[src/design/kged_pkg.sv]
// shared types, constants and codes of the key gesture event detector
package kged_pkg;

    localparam int KEYS_DEFAULT = 8;
    localparam int RAW_KEYS     = 8;

    typedef logic [31:0] t_time;
    typedef logic [7:0]  t_levels;
    typedef logic [2:0]  t_key_idx;
    typedef logic [1:0]  t_ev_code;
    typedef logic [2:0]  t_cfg_idx;
    typedef logic [15:0] t_cfg_data;

    localparam t_ev_code EV_SHORT  = 2'd0;
    localparam t_ev_code EV_DOUBLE = 2'd1;
    localparam t_ev_code EV_LONG   = 2'd2;
    localparam t_ev_code EV_REPEAT = 2'd3;

    localparam t_cfg_idx REG_SCAN_INTERVAL  = 3'd0;
    localparam t_cfg_idx REG_DEBOUNCE_COUNT = 3'd1;
    localparam t_cfg_idx REG_DCLICK_WINDOW  = 3'd2;
    localparam t_cfg_idx REG_LONG_TIME      = 3'd3;
    localparam t_cfg_idx REG_REPEAT_DELAY   = 3'd4;
    localparam t_cfg_idx REG_REPEAT_INTVL   = 3'd5;
    localparam t_cfg_idx REG_KEY_ENABLE     = 3'd6;

    localparam logic [15:0] RST_SCAN_INTERVAL  = 16'd10;
    localparam logic [7:0]  RST_DEBOUNCE_COUNT = 8'd3;
    localparam logic [15:0] RST_DCLICK_WINDOW  = 16'd300;
    localparam logic [15:0] RST_LONG_TIME      = 16'd1000;
    localparam logic [15:0] RST_REPEAT_DELAY   = 16'd500;
    localparam logic [15:0] RST_REPEAT_INTVL   = 16'd100;
    localparam logic [7:0]  RST_KEY_ENABLE     = 8'd0;

    localparam logic [1:0] CLICK_MAX = 2'd2;

    typedef struct packed {
        logic        stable;
        logic        pressed;
        logic [7:0]  bounce;
        t_time       press_time;
        t_time       release_time;
        logic        long_fired;
        logic [1:0]  click;
        logic        short_pending;
        logic        repeated;
        t_time       anchor;
    } t_key_state;

    typedef enum logic [2:0] {
        S_IDLE,
        S_READ,
        S_CALC_A,
        S_CALC_B,
        S_PUSH,
        S_FIN
    } t_state;

endpackage

[src/design/kged_in_if.sv]
// input channel: time stamp and raw key levels
interface kged_in_if import kged_pkg::*; ();
    logic    valid;
    logic    ready;
    t_time   now_time;
    t_levels raw_levels;

    modport source (output valid, output now_time, output raw_levels, input ready);
    modport sink   (input valid, input now_time, input raw_levels, output ready);
endinterface

[src/design/kged_out_if.sv]
// output channel: one key event per handshake
interface kged_out_if import kged_pkg::*; ();
    logic     valid;
    logic     ready;
    t_key_idx key_index;
    t_ev_code event_code;
    logic     last_event;

    modport source (output valid, output key_index, output event_code, output last_event,
                    input ready);
    modport sink   (input valid, input key_index, input event_code, input last_event,
                    output ready);
endinterface

[src/design/key_gesture_event_detector_top.sv]
// key gesture event detector: debounce, click, long press and repeat per key
//
//  channel   dir  handshake        payload
//  i_in      in   valid / ready    now_time[31:0], raw_levels[7:0]
//  o_out     out  valid / ready    key_index[2:0], event_code[1:0], last_event
//  i_cfg_*   in   write enable     i_cfg_idx[2:0], i_cfg_data[15:0]
//
// a request that arrives before the scan interval has passed is taken in S_IDLE and starts no scan
// a scanning request runs, for each key, a read, two compute steps and one push step
// on the state memory, and then a final step
// the push step repeats for each event; a stalled o_out holds the push and final steps
// after reset all per-key state reads as zero through valid bits, no clearing pass
module key_gesture_event_detector_top import kged_pkg::*; #(
    parameter int KEYS = KEYS_DEFAULT
) (
    input  logic      i_clk,
    input  logic      i_rst_n,
    input  logic      i_cfg_we,
    input  t_cfg_idx  i_cfg_idx,
    input  t_cfg_data i_cfg_data,
    kged_in_if.sink   i_in,
    kged_out_if.source o_out
);

    localparam int KW = (KEYS > 1) ? $clog2(KEYS) : 1;
    localparam logic [KW-1:0] K_LAST = KW'(KEYS - 1);

    // configuration
    logic [15:0] r_scan, r_win, r_long, r_rdel, r_rint;
    logic [7:0]  r_dbc, r_ken;

    // control
    t_state        r_state, n_state;
    logic [KW-1:0] r_k, n_k;
    t_time         r_scan_ref, n_scan_ref;
    t_time         r_now, n_now;
    t_levels       r_raw, n_raw;

    // per-key working state
    t_key_state    r_mid, n_mid;
    logic [1:0]    r_ev_vld, n_ev_vld;
    t_ev_code      r_ev0, n_ev0;
    logic          r_hold_vld, n_hold_vld;
    t_ev_code      r_hold_code, n_hold_code;
    t_key_idx      r_hold_key, n_hold_key;
    logic          r_out_vld, n_out_vld;
    t_ev_code      r_out_code, n_out_code;
    t_key_idx      r_out_key, n_out_key;
    logic          r_out_last, n_out_last;

    // state memory
    t_key_state    r_mem [KEYS];
    logic [KEYS-1:0] r_vld;
    t_key_state    r_rd;
    logic          r_rd_vld;
    logic          w_mem_we;
    t_key_state    w_wdata;

    // helpers
    logic [5:0]  w_k6;
    t_key_idx    w_key;
    logic        w_in_range;
    logic        w_en;
    logic        w_level;
    t_key_state  w_cur;
    logic [7:0]  w_bc;
    t_time       w_d_rel, w_d_press, w_d_press_b;
    logic        w_rel_now;
    logic        w_short;
    t_ev_code    w_short_code;
    t_time       w_anchor_l;
    logic        w_long_fire, w_rep_l, w_rep_n, w_rep;
    t_time       w_need;
    logic        w_out_free;
    logic        w_sel;

    assign w_k6       = 6'(r_k);
    assign w_key      = w_k6[2:0];
    assign w_in_range = (w_k6 < 6'(RAW_KEYS));
    assign w_en       = w_in_range && r_ken[w_key];
    assign w_level    = w_in_range && r_raw[w_key];
    assign w_cur      = r_rd_vld ? r_rd : '0;
    assign w_out_free = !r_out_vld || o_out.ready;

    assign i_in.ready       = (r_state == S_IDLE);
    assign o_out.valid      = r_out_vld;
    assign o_out.key_index  = r_out_key;
    assign o_out.event_code = r_out_code;
    assign o_out.last_event = r_out_last;

    // stage b time checks, from the registered stage a result
    assign w_d_press_b = r_now - r_mid.press_time;
    assign w_long_fire = r_mid.pressed && !r_mid.long_fired &&
                         (w_d_press_b >= 32'(r_long));
    assign w_anchor_l  = r_now + 32'(r_rdel);
    assign w_rep_l     = (r_now >= w_anchor_l) && ((r_now - w_anchor_l) >= 32'(r_rdel));
    assign w_need      = r_mid.repeated ? 32'(r_rint) : 32'(r_rdel);
    assign w_rep_n     = r_mid.pressed && r_mid.long_fired && (r_now >= r_mid.anchor) &&
                         ((r_now - r_mid.anchor) >= w_need);
    assign w_rep       = w_long_fire ? w_rep_l : w_rep_n;

    always_comb begin
        w_wdata = r_mid;
        if (w_long_fire) begin
            w_wdata.long_fired    = 1'b1;
            w_wdata.short_pending = 1'b0;
            w_wdata.click         = 2'd0;
            w_wdata.anchor        = w_anchor_l;
            w_wdata.repeated      = 1'b0;
        end
        if (w_rep) begin
            w_wdata.anchor   = r_now;
            w_wdata.repeated = 1'b1;
        end
    end

    assign w_mem_we = (r_state == S_CALC_B);

    // stage a: debounce, press / release edge, short press and double click
    always_comb begin
        n_mid        = w_cur;
        w_bc         = w_cur.bounce + 8'd1;
        w_d_rel      = r_now - w_cur.release_time;
        w_d_press    = r_now - w_cur.press_time;
        w_rel_now    = 1'b0;
        w_short      = 1'b0;
        w_short_code = EV_SHORT;
        if (w_level != w_cur.stable) begin
            if (w_bc >= r_dbc) begin
                n_mid.stable = w_level;
                n_mid.bounce = 8'd0;
            end else begin
                n_mid.bounce = w_bc;
            end
        end else begin
            n_mid.bounce = 8'd0;
        end
        if (n_mid.pressed != n_mid.stable) begin
            n_mid.pressed = n_mid.stable;
            if (n_mid.stable) begin
                n_mid.press_time = r_now;
                n_mid.long_fired = 1'b0;
                if (w_d_rel < 32'(r_win)) begin
                    n_mid.click = (w_cur.click < CLICK_MAX) ? w_cur.click + 2'd1 : CLICK_MAX;
                end else begin
                    n_mid.click = 2'd1;
                end
            end else begin
                n_mid.release_time = r_now;
                w_rel_now          = 1'b1;
                if (w_d_press < 32'(r_long)) begin
                    n_mid.short_pending = 1'b1;
                end
                n_mid.repeated = 1'b0;
                n_mid.anchor   = '0;
            end
        end
        // a release in this scan leaves zero time since release
        if (!n_mid.pressed && n_mid.short_pending &&
            ((w_rel_now ? 32'd0 : w_d_rel) >= 32'(r_win))) begin
            w_short             = 1'b1;
            w_short_code        = (n_mid.click >= CLICK_MAX) ? EV_DOUBLE : EV_SHORT;
            n_mid.short_pending = 1'b0;
            n_mid.click         = 2'd0;
        end
    end

    // sequencer
    always_comb begin
        n_state     = r_state;
        n_k         = r_k;
        n_scan_ref  = r_scan_ref;
        n_now       = r_now;
        n_raw       = r_raw;
        n_ev_vld    = r_ev_vld;
        n_ev0       = r_ev0;
        n_hold_vld  = r_hold_vld;
        n_hold_code = r_hold_code;
        n_hold_key  = r_hold_key;
        n_out_vld   = r_out_vld && !o_out.ready;
        n_out_code  = r_out_code;
        n_out_key   = r_out_key;
        n_out_last  = r_out_last;
        w_sel       = !r_ev_vld[0];
        unique case (r_state)
            S_IDLE: begin
                if (i_in.valid) begin
                    n_now = i_in.now_time;
                    n_raw = i_in.raw_levels;
                    if ((i_in.now_time - r_scan_ref) >= 32'(r_scan)) begin
                        n_scan_ref = i_in.now_time;
                        n_k        = '0;
                        n_state    = S_READ;
                    end
                end
            end
            S_READ: begin
                n_state = S_CALC_A;
            end
            S_CALC_A: begin
                n_ev_vld    = 2'b00;
                n_ev0       = w_short_code;
                n_ev_vld[0] = w_short && w_en;
                n_state     = S_CALC_B;
            end
            S_CALC_B: begin
                if (w_long_fire) begin
                    n_ev0       = EV_LONG;
                    n_ev_vld[0] = w_en;
                end
                n_ev_vld[1] = w_rep && w_en;
                n_state     = S_PUSH;
            end
            S_PUSH: begin
                if (r_ev_vld == 2'b00) begin
                    if (r_k == K_LAST) begin
                        n_state = S_FIN;
                    end else begin
                        n_k     = r_k + KW'(1);
                        n_state = S_READ;
                    end
                end else if (!r_hold_vld || w_out_free) begin
                    if (r_hold_vld) begin
                        // earlier event leaves, not the last of this request
                        n_out_vld  = 1'b1;
                        n_out_code = r_hold_code;
                        n_out_key  = r_hold_key;
                        n_out_last = 1'b0;
                    end
                    n_hold_vld      = 1'b1;
                    n_hold_code     = w_sel ? EV_REPEAT : r_ev0;
                    n_hold_key      = w_key;
                    n_ev_vld[w_sel] = 1'b0;
                end
            end
            S_FIN: begin
                if (!r_hold_vld) begin
                    n_state = S_IDLE;
                end else if (w_out_free) begin
                    n_out_vld  = 1'b1;
                    n_out_code = r_hold_code;
                    n_out_key  = r_hold_key;
                    n_out_last = 1'b1;
                    n_hold_vld = 1'b0;
                    n_state    = S_IDLE;
                end
            end
            default: begin
                n_state = S_IDLE;
            end
        endcase
    end

    always_ff @(posedge i_clk) begin
        if (!i_rst_n) begin
            r_state     <= S_IDLE;
            r_k         <= '0;
            r_scan_ref  <= '0;
            r_ev_vld    <= 2'b00;
            r_hold_vld  <= 1'b0;
            r_out_vld   <= 1'b0;
            r_vld       <= '0;
            r_scan      <= RST_SCAN_INTERVAL;
            r_dbc       <= RST_DEBOUNCE_COUNT;
            r_win       <= RST_DCLICK_WINDOW;
            r_long      <= RST_LONG_TIME;
            r_rdel      <= RST_REPEAT_DELAY;
            r_rint      <= RST_REPEAT_INTVL;
            r_ken       <= RST_KEY_ENABLE;
        end else begin
            r_state     <= n_state;
            r_k         <= n_k;
            r_scan_ref  <= n_scan_ref;
            r_ev_vld    <= n_ev_vld;
            r_hold_vld  <= n_hold_vld;
            r_out_vld   <= n_out_vld;
            if (w_mem_we) begin
                r_vld[r_k] <= 1'b1;
            end
            if (i_cfg_we) begin
                unique case (i_cfg_idx)
                    REG_SCAN_INTERVAL:  r_scan <= i_cfg_data;
                    REG_DEBOUNCE_COUNT: r_dbc  <= i_cfg_data[7:0];
                    REG_DCLICK_WINDOW:  r_win  <= i_cfg_data;
                    REG_LONG_TIME:      r_long <= i_cfg_data;
                    REG_REPEAT_DELAY:   r_rdel <= i_cfg_data;
                    REG_REPEAT_INTVL:   r_rint <= i_cfg_data;
                    REG_KEY_ENABLE:     r_ken  <= i_cfg_data[7:0];
                    default: ;
                endcase
            end
        end
    end

    // payload registers
    always_ff @(posedge i_clk) begin
        r_now       <= n_now;
        r_raw       <= n_raw;
        r_ev0       <= n_ev0;
        r_hold_code <= n_hold_code;
        r_hold_key  <= n_hold_key;
        r_out_code  <= n_out_code;
        r_out_key   <= n_out_key;
        r_out_last  <= n_out_last;
        if (r_state == S_CALC_A) begin
            r_mid <= n_mid;
        end
    end

    // per-key state memory, one read and one write port, registered read
    always_ff @(posedge i_clk) begin
        if (w_mem_we) begin
            r_mem[r_k] <= w_wdata;
        end
        r_rd <= r_mem[r_k];
    end

    always_ff @(posedge i_clk) begin
        if (!i_rst_n) begin
            r_rd_vld <= 1'b0;
        end else begin
            r_rd_vld <= r_vld[r_k];
        end
    end

endmodule

[src/flat_wrapper.sv]
// flat-port wrapper written by rule: the top's interface ports become plain ports
module key_gesture_event_detector_top_flat import kged_pkg::*;
#(
    parameter int KEYS = KEYS_DEFAULT
)
  (i_clk, i_rst_n, i_cfg_we, i_cfg_idx, i_cfg_data, i_in_valid, i_in_now_time, i_in_raw_levels, i_in_ready, o_out_valid, o_out_key_index, o_out_event_code, o_out_last_event, o_out_ready);
  kged_in_if i_in_i ();
  kged_out_if o_out_i ();
  input  logic i_clk;
  input  logic i_rst_n;
  input  logic i_cfg_we;
  input  t_cfg_idx i_cfg_idx;
  input  t_cfg_data i_cfg_data;
  input wire logic [$bits(i_in_i.valid)-1:0] i_in_valid;
  input wire logic [$bits(i_in_i.now_time)-1:0] i_in_now_time;
  input wire logic [$bits(i_in_i.raw_levels)-1:0] i_in_raw_levels;
  output wire logic [$bits(i_in_i.ready)-1:0] i_in_ready;
  output wire logic [$bits(o_out_i.valid)-1:0] o_out_valid;
  output wire logic [$bits(o_out_i.key_index)-1:0] o_out_key_index;
  output wire logic [$bits(o_out_i.event_code)-1:0] o_out_event_code;
  output wire logic [$bits(o_out_i.last_event)-1:0] o_out_last_event;
  input wire logic [$bits(o_out_i.ready)-1:0] o_out_ready;
  assign i_in_i.valid = i_in_valid;
  assign i_in_i.now_time = i_in_now_time;
  assign i_in_i.raw_levels = i_in_raw_levels;
  assign i_in_ready = i_in_i.ready;
  assign o_out_valid = o_out_i.valid;
  assign o_out_key_index = o_out_i.key_index;
  assign o_out_event_code = o_out_i.event_code;
  assign o_out_last_event = o_out_i.last_event;
  assign o_out_i.ready = o_out_ready;
  key_gesture_event_detector_top #(.KEYS(KEYS)) u_core (.i_clk(i_clk), .i_rst_n(i_rst_n), .i_cfg_we(i_cfg_we), .i_cfg_idx(i_cfg_idx), .i_cfg_data(i_cfg_data), .i_in(i_in_i), .o_out(o_out_i));
endmodule
[config.mk]
export PLATFORM = sky130hd
export DESIGN_NAME = key_gesture_event_detector_top_flat
export DESIGN_NICKNAME = d
export VERILOG_FILES = /design/src/design/kged_pkg.sv /design/src/design/kged_in_if.sv /design/src/design/kged_out_if.sv /design/src/design/key_gesture_event_detector_top.sv /design/src/flat_wrapper.sv
export SDC_FILE = /design/constraint.sdc
export NUM_CORES = 2
export LEC_CHECK = 0
export ABC_AREA = 1
export BUFFER_PORTS_ARGS = -buffer_cell sky130_fd_sc_hd__buf_4
export CAP_MARGIN = 25
export CORE_MARGIN = 4
export CORE_UTILIZATION = 50
export CTS_CLUSTER_SIZE = 20
export DETAILED_ROUTE_END_ITERATION = 8
export PLACE_DENSITY = 0.67
export SLEW_MARGIN = 20
export SYNTH_ARGS = -nofsm -noshare
export SYNTH_HDL_FRONTEND = slang
export SYNTH_SLANG_ARGS = --single-unit
[constraint.sdc]
create_clock -name i_clk -period 13.5 [get_ports i_clk]
set_input_delay 0.675 -clock i_clk [delete_from_list [all_inputs] [get_ports i_clk]]
set_output_delay 0.675 -clock i_clk [all_outputs]
set_load 0.01 [all_outputs]
==> results.toml <==
[logic_synthesis]
async_flop_share = 0
synth_top_family_by_area = "simple AND/OR/NAND/NOR gates"
ys_ff_latch = 1300
ys_warn_count = 0
synth-simple-area-share = 0.147
synth_cells = 6014
synth-edff-count = 1043
yosys.area_share.xor_xnor = 0.0239
synth_top_area_frac = 0.505
syn-num-nets = 6403
synthMuxAreaShare = 0
yosysUniqueCellTypes = 54
avgSynthCellArea_sq_um = 10.3
synthTopCellsByArea = "edfxtp_1 51%, dfxtp_1 8.3%, nand2_1 7.3%"
synth_compound_area_frac = 0.123
synth_area_sq_um = 62000
synthAdderAreaFrac = 0.0665
synth_flop_cell = "edfxtp_1"
seq_area_frac_synth = 0.588
yosysTopAreaCell = "edfxtp_1"

[clock_tree]
path_clk_slew_ns = 0.06
cts_tree = "built"
cts_buffers = 135
postCtsHoldBufs = 0
cts_sinks = 1300
cts-resized-gates = 0
clock_path_buffers = 3
cts_setup_buffers = 0
clk_latency_ns = 0.79
h-tree-depth = 4
cts-root-buf = "clkbuf_16"

[timing]
slew_headroom = 0.288
setup_viol = 0
fin_tns_setup_ns = 0
rsz0062_at_grt = "false"
hold_viol = 0
period_share = 0.488
layout_min_cycle_time_ns = 6.59
fin_skew_ns = 0.0422
max_freq_ghz = 0.152
finalMaxSlewViolations = 0
worst_pin_slew_ns = 1.06

[grt]
grt_max_degree = 114
track_usage = 0.284
grt_pass1_vias = 44000
grt_first_pass_wirelength_microns = 279000
antenna_found_initial = 10
overflow = 0

[layout]
drive_above_1_share = 0.0679
final_cells = 7846
finish.net_count = 6497
areaGrowthSynthToFinish_pct = 11.3

[die]
rows = 128
coreArea_sq_um = 123000
ios = 72
start_util = 0.506
die_width_microns = 360
die_area_sq_um = 130000
die_h_microns = 360

[placed_design]
hpwl_microns = 118000
dpl.cell_count = 7595
portBuffers = 71
gp_congestion = 0.969

[power_and_ir_drop]
pwr-share-seq = 0.445
ir_drop_v = 0.000316
leakage_nw = 26.6
switching_share = 0.305
p_total_mw = 10.7
p_per_area_nw_per_um2 = 156
intPower_mw = 7.46
power.switching_mw = 3.27
p_clk_frac = 0.341
pwr-share-comb = 0.214

[worst_setup_path]
crit_slowest_cell = "edfxtp_1"
crit_path_end = "u_core.r_mem[3][19]"
cp_slowest_stage_delay_ns = 0.71
cp_data_required_time_ns = 13.93
regToRegSetupSlack_ns = 6.91
worst-r2r-cell-count = 32
r2r_start = "u_core.r_now[5]"
worstPathArrival_ns = 7.03
r2r_end = "u_core.r_mem[3][19]"
startpoint_type = "flop"
critPathKind = "flop to flop"
endpoint_kind = "flop"
crit_top_cell = "nand2_1"
cp-startpoint = "u_core.r_now[5]"
critPathMaxFanout = 49

[routing]
ant_nets = 0
dr.first_iter.drc_count = 5005
dr.pass1.iters = 6
wl_microns = 188000
vias_per_cell = 5.89
routedWlPerCell_microns = 23.9
drcViolationCount = 0
vias = 46200

[outcome]
status = "complete, no violations"

[worst_hold_path]
hold_class = "input pin to flop"

[flow_run]
max_cap_viol_count = 0
[critical path: cells and delay by family (launching register included)]
| kind | cells | cell delay (ns) |
|---|---|---|
| adders and majority gates | 3 | 1.16 |
| DFF | 1 | 0.71 |
| AOI/OAI and AO/OA | 5 | 1.23 |
| buffers and inverters | 2 | 0.55 |
| and+or+nand+nor | 20 | 2.19 |
| xor gates and xnor gates | 2 | 0.33 |
[power by group through the flow]
stage               sequential (mW)  clock [mW]  combinational (mW)
finish                         4.78        3.66                2.29
global route                   4.80        3.89                2.55
CTS                            4.77        3.71                2.27
detailed placement             4.85           0                2.25
global placement               4.85           0                2.22
floorplan                      4.82           0                1.53
[layout make-up]
type / instances / area (sq um)
well taps: 1625 / 2030
multi-input cells: 3884 / 22500
flip-flops and latches: 1300 / 36500
repair buffers: 144 / 1200
fillers: 10500 / 53600
diodes: 3 / 7.51
clock inverters: 55 / 616
inverters: 643 / 2420
clock buffers: 192 / 3730
[worst min-delay path by stage]
stage | from | to | slack [ns] | depth (start not counted)
6_report | i_in_raw_levels[2] | u_core.r_raw[2] | 0.08 | 1
5_1_grt | i_in_raw_levels[0] | u_core.r_raw[0] | 0.04 | 1
2_1_floorplan | u_core.r_hold_code[0] | u_core.o_out.event_code[0] | 0.40 | 0
4_1_cts | i_in_raw_levels[0] | u_core.r_raw[0] | 0.03 | 1
3_5_place_dp | u_core.r_hold_key[2] | u_core.o_out.key_index[2] | 0.41 | 0
3_3_place_gp | u_core.r_hold_code[0] | u_core.o_out.event_code[0] | 0.41 | 0
[cell usage in the layout (no fill, tap or decap), types with 122 or more instances in the layout]
cell / n
nand2_1: 1210
edfxtp_1: 1043
inv_1: 633
nor2_1: 421
a21oi_1: 386
o21ai_0: 365
ha_1: 318
dfxtp_1: 256
nand3_1: 195
nand4_1: 163
clkbuf_16: 136
buf_4: 133
a22oi_1: 122
[registers in the layout, summed over array words and instances, names as in the netlist, 16 cells and up]
register / flops
u_core.r_rdel: 16
u_core.r_scan: 16
u_core.r_rd: 110
u_core.r_scan_ref: 32
u_core.r_now: 32
u_core.r_win: 16
u_core.r_long: 16
u_core.r_mid: 110
u_core.r_mem: 880
u_core.r_rint: 16
[metrics by stage]
step	area (sq um)	setup WS [ns]	hold WS [ns]	util
floorplan	62000	1.21	0.400	-
global placement	64600	6.97	0.408	0.527
detailed placement	64600	6.99	0.409	0.527
CTS	68900	6.98	0.0284	0.563
global route	69000	6.22	0.0410	0.563
finish	69000	6.91	0.0783	0.563
[synth_stat cells (all sizes together), types with 10 or more instances]
cell,instances
o211ai,51
a31oi,10
ha,318
a21o,20
a21oi,389
dfxtp,257
nor4,20
nand2,1237
nand4,163
inv,641
o21bai,13
nor2,444
a221oi,101
xnor2,51
a22oi,122
nand3,205
a22o,96
buf,31
clkbuf,156
edfxtp,1043
a21boi,10
nand3b,14
xor2,118
o21a,15
nor3,55
o21ai,386
[cells by family (layout without fill, tap and decap cells)]
family                   after synthesis  after routing
adder cells (fa/ha/maj)              325            325
buffers and inverters                830           1034
XOR/XNOR                             169            169
AND/OR/NAND/NOR                     2150           2150
other                                  0              3
flip-flops                          1300           1300
AO/OA/AOI/OAI                       1240           1240
[metal layers]
layer  vias to the layer above  track usage  wire, microns
li1                      21500            -              -
met5                         -            0             13
met3                       341       0.0458          16400
met4                         2        0.111           7710
met2                      2053        0.443          84000
met1                     22300        0.400          79400
Power figures use the tool's default switching activity.
